### src/rtl/core/dssr_pkg.sv
package dssr_pkg;

    localparam int MAX_ELEMENTS = 1023;
    localparam int ELEMENT_BITS = 32;

    // slots 0..capacity, capacity never above MAX_ELEMENTS
    localparam int DEPTH = MAX_ELEMENTS + 1;
    localparam int PTR_W = $clog2(DEPTH);

    // fixed field widths
    localparam int CAP_W  = 10;
    localparam int DATA_W = 32;
    localparam int STAT_W = 2;
    localparam int CMP_W  = (PTR_W > CAP_W) ? PTR_W : CAP_W;

    localparam logic OP_PUSH = 1'b0;
    localparam logic OP_POP  = 1'b1;

    localparam logic SEL_FIRST  = 1'b0;
    localparam logic SEL_SECOND = 1'b1;

    localparam logic [STAT_W-1:0] ST_DONE      = 2'd0;
    localparam logic [STAT_W-1:0] ST_PUSH_FULL = 2'd1;
    localparam logic [STAT_W-1:0] ST_POP_EMPTY = 2'd2;

    // per-transaction decision from the pointer control
    typedef struct packed {
        logic              mem_we;
        logic              mem_re;
        logic [PTR_W-1:0]  mem_addr;
        logic [STAT_W-1:0] status;
        logic              first_empty;
        logic              second_empty;
        logic              store_full;
    } step_t;

endpackage

### src/rtl/core/dssr_ctrl.sv
module dssr_ctrl (
    input  logic                       clk,
    input  logic                       rst_n,
    input  logic                       cfg_wr_en,
    input  logic [dssr_pkg::CAP_W-1:0] cfg_wr_data,
    input  logic                       accept,
    input  logic                       opcode,
    input  logic                       stack_select,
    output dssr_pkg::step_t            step
);
    import dssr_pkg::*;

    logic [PTR_W-1:0] capacity_reg;
    logic [PTR_W-1:0] capacity_next;
    logic [PTR_W-1:0] first_free_reg;
    logic [PTR_W-1:0] first_free_next;
    logic [PTR_W-1:0] second_free_reg;
    logic [PTR_W-1:0] second_free_next;
    logic [CMP_W-1:0] cfg_wide;
    logic [PTR_W-1:0] cap_clamped;

    function automatic logic [PTR_W-1:0] wrap_down(input logic [PTR_W-1:0] p,
                                                   input logic [PTR_W-1:0] cap);
        logic [PTR_W-1:0] r;
        if (p == '0)
        begin
            r = cap;
        end
        else
        begin
            r = p - PTR_W'(1);
        end
        return r;
    endfunction

    function automatic logic [PTR_W-1:0] wrap_up(input logic [PTR_W-1:0] p,
                                                 input logic [PTR_W-1:0] cap);
        logic [PTR_W-1:0] r;
        if (p >= cap)
        begin
            r = '0;
        end
        else
        begin
            r = p + PTR_W'(1);
        end
        return r;
    endfunction

    // zero reads as one, values above the store size saturate
    always_comb
    begin
        cfg_wide = CMP_W'(cfg_wr_data);
        if (cfg_wide == '0)
        begin
            cap_clamped = PTR_W'(1);
        end
        else if (cfg_wide > CMP_W'(MAX_ELEMENTS))
        begin
            cap_clamped = PTR_W'(MAX_ELEMENTS);
        end
        else
        begin
            cap_clamped = cfg_wide[PTR_W-1:0];
        end
    end

    always_comb
    begin
        capacity_next    = capacity_reg;
        first_free_next  = first_free_reg;
        second_free_next = second_free_reg;
        step.mem_we      = 1'b0;
        step.mem_re      = 1'b0;
        step.mem_addr    = first_free_reg;
        step.status      = ST_DONE;

        if (cfg_wr_en)
        begin
            capacity_next    = cap_clamped;
            first_free_next  = cap_clamped - PTR_W'(1);
            second_free_next = cap_clamped;
        end
        else if (accept)
        begin
            if (opcode == OP_PUSH)
            begin
                if (first_free_reg == second_free_reg)
                begin
                    step.status = ST_PUSH_FULL;
                end
                else if (stack_select == SEL_FIRST)
                begin
                    step.mem_we     = 1'b1;
                    step.mem_addr   = first_free_reg;
                    first_free_next = wrap_down(first_free_reg, capacity_reg);
                end
                else
                begin
                    step.mem_we      = 1'b1;
                    step.mem_addr    = second_free_reg;
                    second_free_next = wrap_up(second_free_reg, capacity_reg);
                end
            end
            else if (stack_select == SEL_FIRST)
            begin
                if (first_free_reg == capacity_reg - PTR_W'(1))
                begin
                    step.status = ST_POP_EMPTY;
                end
                else
                begin
                    first_free_next = wrap_up(first_free_reg, capacity_reg);
                    step.mem_re     = 1'b1;
                    step.mem_addr   = first_free_next;
                end
            end
            else
            begin
                if (second_free_reg == capacity_reg)
                begin
                    step.status = ST_POP_EMPTY;
                end
                else
                begin
                    second_free_next = wrap_down(second_free_reg, capacity_reg);
                    step.mem_re      = 1'b1;
                    step.mem_addr    = second_free_next;
                end
            end
        end

        step.first_empty  = (first_free_next == capacity_reg - PTR_W'(1));
        step.second_empty = (second_free_next == capacity_reg);
        step.store_full   = (first_free_next == second_free_next);
    end

    always_ff @(posedge clk or negedge rst_n)
    begin
        if (!rst_n)
        begin
            capacity_reg    <= PTR_W'(MAX_ELEMENTS);
            first_free_reg  <= PTR_W'(MAX_ELEMENTS - 1);
            second_free_reg <= PTR_W'(MAX_ELEMENTS);
        end
        else
        begin
            capacity_reg    <= capacity_next;
            first_free_reg  <= first_free_next;
            second_free_reg <= second_free_next;
        end
    end

    a_first_in_ring: assert property (@(posedge clk) disable iff (!rst_n)
        first_free_reg <= capacity_reg)
        else $error("first free pointer beyond ring");

    a_second_in_ring: assert property (@(posedge clk) disable iff (!rst_n)
        second_free_reg <= capacity_reg)
        else $error("second free pointer beyond ring");

    a_one_access: assert property (@(posedge clk) disable iff (!rst_n)
        !(step.mem_we && step.mem_re))
        else $error("read and write requested together");

endmodule

### config.mk
export PLATFORM = sky130hd
export DESIGN_NAME = dssr_ctrl
export DESIGN_NICKNAME = d
export VERILOG_FILES = /design/src/rtl/core/dssr_pkg.sv /design/src/rtl/core/dssr_ctrl.sv
export SDC_FILE = /design/constraint.sdc
export NUM_CORES = 1
export LEC_CHECK = 0
export CAP_MARGIN = 20
export CORE_MARGIN = 1.5
export CORE_UTILIZATION = 35
export CTS_BUF_LIST = sky130_fd_sc_hd__clkbuf_8 sky130_fd_sc_hd__clkbuf_16
export DETAILED_ROUTE_END_ITERATION = 6
export DONT_BUFFER_PORTS = 1
export PLACE_DENSITY = 0.55
export SYNTH_ARGS = -nofsm -noshare
export SYNTH_HDL_FRONTEND = slang
export SYNTH_SLANG_ARGS = --single-unit
### constraint.sdc
create_clock -name clk -period 5.35 [get_ports clk]
set_input_delay 1.07 -clock clk [delete_from_list [all_inputs] [get_ports clk]]
set_output_delay 1.07 -clock clk [all_outputs]
set_load 0.03 [all_outputs]
Yosys cells after proc, flatten, opt, wreduce, memory -nomap -nowiden
Index checks and enable logic that the tools add are counted.
Widths: inputs -> output; s select.

operators by class
  equality and inequality tests = 6
  mux-type cells = 34
  reductions and logical operators = 3
  add/sub/neg operators = 6
  $lt $le $gt $ge = 3

operators by type and width
  cell                   count
  $mux 10                22
  $eq 10x10->1           6
  $sub 10x1->10 const B  4
  $logic_not 10->1       3
  $mux 14                2
  $mux 11                2
  $add 10x1->10 const B  2
  $ge 10x10->1           2
  $mux 13                1
  $mux 12                1
  $gt 10x10->1 const B   1
  $mux 1                 4
  $mux 2                 2

storage, ports and cells
  input port bits = 16
  logic and storage cells = 55
  register bits after elaboration = 30

Longest topological paths before layout
Gate-level depths: netlist of the first run.

  depth in word-level cells = 8
  mapped depth = 15
  gate-level depth less buffers = 13

Worst setup path after synthesis of the first run
OpenSTA, ideal clock, no wires.

  kind = input port to output port
  start point = in cfg_wr_data[7] in the netlist's numbering
  end point = out step[2] in the netlist's numbering
  data arrival time = 4419 ps
  cell stages on the path = 14
  slack = -139 ps
  required time = 4280 ps
  cells stage by stage = clkbuf_1 -> nor3_1 -> a31oi_1 -> ha_1 -> nand2b_1 -> nor4_1 -> xnor2_1 -> xor2_1 -> a211oi_1 -> o2111a_1 -> o311ai_0 -> a211oi_1 -> nand3_1 -> nor4_1

RTL lines
  what         RTL line        RTL
  from (decl)  dssr_ctrl.sv:5  input logic [dssr_pkg::CAP_W-1:0] cfg_wr_data,
  to (decl)    dssr_ctrl.sv:9  output dssr_pkg::step_t step

==> metrics.csv, run 1 <==
metric,value,unit
outcome,completed,
most frequent cells in the layout,"buf_4 (86), nor2_1 (85), nand2_1 (69)",
fin util,42.0,%
maximum clock path buffer count,2,
# DRC,0,
HP Class,input port to async pin,
final WL,27200,um
Num CTS Buffers,5,
fin crit share,98.0,%
largest net degree at the start of global routing,57,
clock slew at reported path FFs,0.05,ns
Vias per Instance,6.83,
Max Freq,0.191,GHz
Total Routing Usage GR,30.2,%
Clock Latency Late Sink,0.29,ns
Max Cap Viol,0,
FF/Latch Area,787,um2
die height,132,um
Compound-Gate Fraction of Synth Area,36.2,%
DP Area,0.00638,mm2
post-synth top area share,13.1,%
critical path endpoint category,primary output,
Core ar.,0.0161,mm2
Worst VDD drop,0.000136,V
#FFs+latches synth,30,
Cell variety after synth,92,
"Hold Violations, Final",0,
P per Cell Area,240,mW/mm2
Syn Nets,857,
Post-Syn Instances,814,
via count,7184,
I/O Buffers,0,
FP Rows,46,
Area Growth Syn to Fin,15.7,%
RSZ-0062 raised after global routing,false,
layout cells sized above 1,21.4,%
die width,132,um
crit path launch type,register,
antenna violations before repair,0,
gr ovfl total,0,
CTS tree,yes,
final hold slack,0.477,ns
HPWL Detailed,20200,um
"Design Area, Final",0.00674,mm2
Pre-antenna DRT Iters,6,
multi-input combinational cell area,0.00475,mm2
largest family of logic cells by synthesized area,compound AO/OA/AOI/OAI gates,
net count reported at finish,878,
Syn Std Cell Area,0.00582,mm2
Setup TNS Final,0,ns
Synth area leader,dfstp_2,
crit-path max FO,8,
Worst Tran Pin Value,0.960,ns
Syn Area/Cell,7.15,um2
die area,0.0174,mm2
"Slew Viols, Final",0,
vias in the first global route,6453,
final antenna-violating net count,0,
Simple-Gate Fraction of Synth Area,27.9,%
"EDFF count, synth",0,
# fillers,1655,
Placer Congestion,1.02,
I/O pins,33,
crit path kind,register to primary output,
post-synthesis mux area share,1.07,%
first-pass GRT wire length,40600,um
drt wl/cell,25.8,um
Leak Pwr,2.42,nW
"Top FF cell, synth",dfstp_2,
Synth warnings,0,
Post-Synth XOR/XNOR Area,8.34,%
Starting Density,36.3,%
CTS Root Cell,clkbuf_16,
clk sink count,30,
asr flop ratio synth,100,%
placed cell count,1035,
Final Skew,0.00506,ns
"most common cell after layout, fill and taps aside",buf_4,
Synth area leaders,"dfstp_2 (13%), xnor2_1 (5.9%), ha_1 (5.8%)",
setup violators final,0,
Non-Filler Instances,1052,
CP arrival,4.17,ns
Final Critical Period,5.24,ns
worst rel slew slack,35.5,%
# hold bufs at CTS,0,
1st-iter DRT viols,1039,
Adder-Cell Fraction of Synth Area,5.80,%
Crit path required time,4.28,ns
ant diodes,0,
register area share after synthesis,13.5,%
H-tree Lvls,2,
-- final cells by class --
class | instances | area share, %
repair buffers | 86 | 9.58
clock inverters | 2 | 0.186
clock buffers | 6 | 2.06
multi-input cells | 680 | 70.5
flip-flops and latches | 30 | 11.7
inverters | 32 | 1.95
well taps | 216 | 4.01
-- worst paths after layout --
path	startpoint	to	slack, ns	cells after the start
max reg2reg	capacity_reg[1]	first_free_reg[5]	2.10	10
max	capacity_reg[1]	step[0]	0.11	13
min reg2reg	capacity_reg[7]	capacity_reg[7]	0.55	2
min	rst_n	first_free_reg[0]	0.48	0
max in group asynchronous	rst_n	first_free_reg[7]	4.70	0
min in group clk	capacity_reg[7]	capacity_reg[7]	0.55	2
-- cells by family (layout without fill, tap and decap cells) --
family,after synthesis,in the layout
AO/OA/AOI/OAI,282,282
XOR/XNOR,53,53
AND/OR/NAND/NOR,312,312
multiplexers,6,6
adder cells (fa/ha/maj),27,27
buffers and inverters,104,126
flip-flops,30,30
-- critical path, cell delays in order, from the launching register on --
cell and delay (ns):
dfstp_2 0.41, inv_1 0.10, ha_2 0.28, or4b_4 0.52, o311ai_4 0.30, o211a_4 0.22, and4_4 0.29, a31oi_4 0.17
a221oi_4 0.40, o21ai_1 0.17, a21o_1 0.26, xor2_1 0.19, nor4_2 0.33, buf_4 0.23
-- through the flow --
stage	power [mW]	worst slack [ns]
4_1_cts	1.54	0.0446
2_1_floorplan	0.944	0.178
5_1_grt	1.69	0.00562
3_5_place_dp	1.24	0.141
6_report	1.61	0.109
3_3_place_gp	1.24	0.169
-- where the power goes --
part	leakage (nW)	internal (mW)	switching (mW)
Sequential	0.316	0.275	0.0860
Combinational	2.03	0.370	0.584
Clock	0.0729	0.184	0.114
-- cells in the mapped netlist (all sizes together), types with 17 or more instances --
library cell / number
o21ai: 51
clkbuf: 48
buf: 24
a21oi: 38
nand3: 19
nor4: 18
inv: 29
dfstp: 29
nor2: 86
xnor2: 40
nand2: 69
ha: 27
a31oi: 17
nor3: 28
-- layer usage --
layer	wire length (um)	GRT usage, %	vias up	share of wire [%]
met5	0	0	-	0
met4	1730	13.5	0	6.4
met3	3240	6.50	151	12
met2	11700	47.7	512	43
met1	10500	39.6	3368	39
li1	-	-	3153	-
-- repair_timing --
item | in CTS | in global routing
setup endpoints to repair | 1 | 3
pin swaps | 1 | 10
setup buffers | 0 | 9
gates resized for setup | 3 | 28
Note: power is estimated with default switching activity, not from simulation.
==> run 2, diff against run 1 <==
Settings changed: ABC_AREA set to 1.
Clock period 5.35 ns to 5.6 ns, I/O delays scaled along.
==> metrics.csv, run 2 <==
metric,value,unit,change
Pre-antenna DRT Iters,6,,unchanged
Post-Syn Instances,914,,was 814
dpl ws,0.588,ns,was 0.141 ns
Max Cap Viol,0,,unchanged
worst setup margin,0.343,ns,was 0.109 ns
"Slew Viols, Final",0,,unchanged
P_int,0.625,mW,was 0.830 mW
RSZ-0062 raised after global routing,false,,unchanged
fin util,38.1,%,was 42.0%
HPWL Detailed,16800,um,was 20200 um
multi-input combinational cell area,0.00389,mm2,was 0.00475 mm2
Final Skew,0.00868,ns,was 0.00506 ns
die height,125,um,was 132 um
Crit path required time,4.48,ns,was 4.28 ns
Syn Std Cell Area,0.00523,mm2,was 0.00582 mm2
Flop pwr share,27.6,%,was 22.4%
Synth area leader,nand2_1,,was dfstp_2
Cell variety after synth,43,,was 92
Final Critical Period,5.26,ns,
I/O Buffers,0,,unchanged
asr flop ratio synth,100,%,unchanged
"Design Area, Final",0.00555,mm2,was 0.00674 mm2
H-tree Lvls,2,,unchanged
largest net degree at the start of global routing,41,,was 57
Worst VDD drop,0.000107,V,was 0.000136 V
vias in the first global route,5813,,was 6453
HP Class,input port to async pin,,unchanged
Area Growth Syn to Fin,6.10,%,was 15.7%
post-synth top area share,19.4,%,was 13.1%
CTS Root Cell,clkbuf_16,,unchanged
most frequent cells in the layout,"nand2_1 (271), nor2_1 (86), nand3_1 (79)",,"was buf_4 (86), nor2_1 (85), nand2_1 (69)"
# fillers,1621,,was 1655
clk sink count,30,,unchanged
Starting Density,35.9,%,was 36.3%
total power,1.22,mW,was 1.61 mW
placed cell count,1077,,was 1035
fin crit share,93.9,%,
final WL,22200,um,was 27200 um
ant diodes,0,,unchanged
Setup TNS Final,0,ns,unchanged
Setup crit start,capacity_reg[5],,was capacity_reg[1]
1st-iter DRT viols,943,,was 1039
net count reported at finish,943,,was 878
# DRC,0,,unchanged
worst rel slew slack,32.2,%,was 35.5%
combinational power share,49.5,%,was 59.2%
Num CTS Buffers,5,,unchanged
outcome,completed,,unchanged
"Top FF cell, synth",dfstp_2,,unchanged
die area,0.0157,mm2,was 0.0174 mm2
Clock Latency Late Sink,0.29,ns,about the same
Vias per Instance,5.91,,was 6.83
layout cells sized above 1,12.2,%,was 21.4%
clock slew at reported path FFs,0.05,ns,about the same
"EDFF count, synth",0,,unchanged
gr ovfl total,0,,unchanged
Reg2Reg Launch Point,capacity_reg[5],,was capacity_reg[1]
register area share after synthesis,15.0,%,was 13.5%
FP Rows,44,,was 46
synth cell count leaders,"nand2_1 (271), nor2_1 (87), nand3_1 (79)",,"was nor2_1 (86), nand2_1 (69), clkbuf_1 (48)"
"most common cell after layout, fill and taps aside",nand2_1,,was buf_4
Synth area leaders,"nand2_1 (19%), dfstp_2 (15%), nand3_1 (7.6%)",,"was dfstp_2 (13%), xnor2_1 (5.9%), ha_1 (5.8%)"
crit-path max FO,11,,was 8
FF-to-FF path depth,13,,was 10
Worst Tran Pin Value,1.01,ns,was 0.960 ns
setup violators final,0,,unchanged
antenna violations before repair,0,,unchanged
crit path kind,register to primary output,,unchanged
first-pass GRT wire length,33800,um,was 40600 um
sw frac,48.7,%,was 48.6%
via count,6415,,was 7184
Clock power frac,22.8,%,was 18.4%
die width,125,um,was 132 um
# hold bufs at CTS,0,,unchanged
crit path launch type,register,,unchanged
final antenna-violating net count,0,,unchanged
Leak Pwr,2.63,nW,was 2.42 nW
final hold slack,0.538,ns,was 0.477 ns
"Hold Violations, Final",0,,unchanged
Max Freq,0.190,GHz,
P per Cell Area,220,mW/mm2,was 240 mW/mm2
maximum clock path buffer count,2,,unchanged
Non-Filler Instances,1085,,was 1052
Syn Nets,957,,was 857
Total Routing Usage GR,27.9,%,was 30.2%
FF/Latch Area,787,um2,unchanged
top-count cell post-synth,nand2_1,,was nor2_1
Synth warnings,0,,unchanged
I/O pins,33,,unchanged
FF-to-FF setup slack,2.33,ns,was 2.10 ns
DP Area,0.00540,mm2,was 0.00638 mm2
CP arrival,4.14,ns,was 4.17 ns
Switch Pwr,0.594,mW,was 0.784 mW
critical path endpoint category,primary output,,unchanged
Core ar.,0.0146,mm2,was 0.0161 mm2
Crit Reg-Reg Endpoint,second_free_reg[2],,was first_free_reg[5]
worst setup path endpoint,step[1],,was step[0]
Placer Congestion,0.924,,was 1.02
drt wl/cell,20.5,um,was 25.8 um
Syn Area/Cell,5.73,um2,was 7.15 um2
CTS tree,yes,,unchanged
#FFs+latches synth,30,,unchanged
[run 2: cell types whose count changed in the layout (fill, tap and decap cells not counted), sizes merged, moves of 33 or more]
cell / previous run / this run
inv: 27 / 85
xnor2: 40 / 6
buf: 86 / 21
nand2: 69 / 292
nand3: 19 / 84
a21oi: 38 / 71
[run 2: power by group through the flow]
| stage | combinational [mW] | sequential, mW | clock (mW) |
|---|---|---|---|
| after detailed placement | 0.588 | 0.335 | 0 |
| after CTS | 0.590 | 0.332 | 0.285 |
| final | 0.604 | 0.337 | 0.279 |
| after global routing | 0.667 | 0.338 | 0.289 |
| after global placement | 0.592 | 0.336 | 0 |
| after floorplan | 0.464 | 0.283 | 0 |
[run 2: cell type report]
cell class / instances / share of cell area, %
Inverter: 90 / 6.08
Multi-Input combinational cell: 752 / 70.0
Timing Repair Buffer: 21 / 2.84
Clock inverter: 2 / 0.225
Sequential cell: 30 / 14.2
Tap cell: 184 / 4.15
Clock buffer: 6 / 2.50
[run 2: logic make-up (layout without fill, tap and decap cells)]
family	count (synthesis)	after routing	synth area share [%]
xor+xnor	24	24	4.02
simple gates	523	523	44.1
flops	30	30	15.0
fa+ha+maj	27	27	6.45
buf+inv	132	119	10.7
compound gates	178	178	19.7
[run 2: critical path, stage by stage (launching register included)]
cell and delay (ns):
dfstp_2 0.65, clkinv_1 0.25, ha_1 0.37, nand2_1 0.07, nor2_1 0.19, nand4_2 0.26
nand2_2 0.28, inv_1 0.23, o211ai_1 0.16, nand2_1 0.12, o21ai_1 0.13, nand2_1 0.06
nand2_1 0.14, nand2_1 0.18, xor2_1 0.18, nor2_1 0.09, nand3_1 0.10, nor2_2 0.37
[run 2: layer usage]
layer	GRT usage, %	wire, um
met4	9.76	726
met1	38.6	9470
met2	43.6	9630
met3	4.84	2370
met5	0	0
[run 2: worst min-delay path by stage]
stage                    start           endpoint  slack, ns  cells after the start
4_1_cts                  rst_n  first_free_reg[0]       0.53                      0
2_1_floorplan  capacity_reg[0]    capacity_reg[0]       0.56                      1
5_1_grt                  rst_n  first_free_reg[0]       0.53                      0
3_5_place_dp   capacity_reg[1]    capacity_reg[1]       0.68                      2
3_3_place_gp   capacity_reg[1]    capacity_reg[1]       0.67                      2
6_report                 rst_n  first_free_reg[0]       0.54                      0
[run 2: what timing repair did]
| item | 4_1_cts | 5_1_grt |
|---|---|---|
| setup endpoints to repair | 0 | 1 |
| resized for setup | 0 | 1 |
| setup buffers | 0 | 0 |
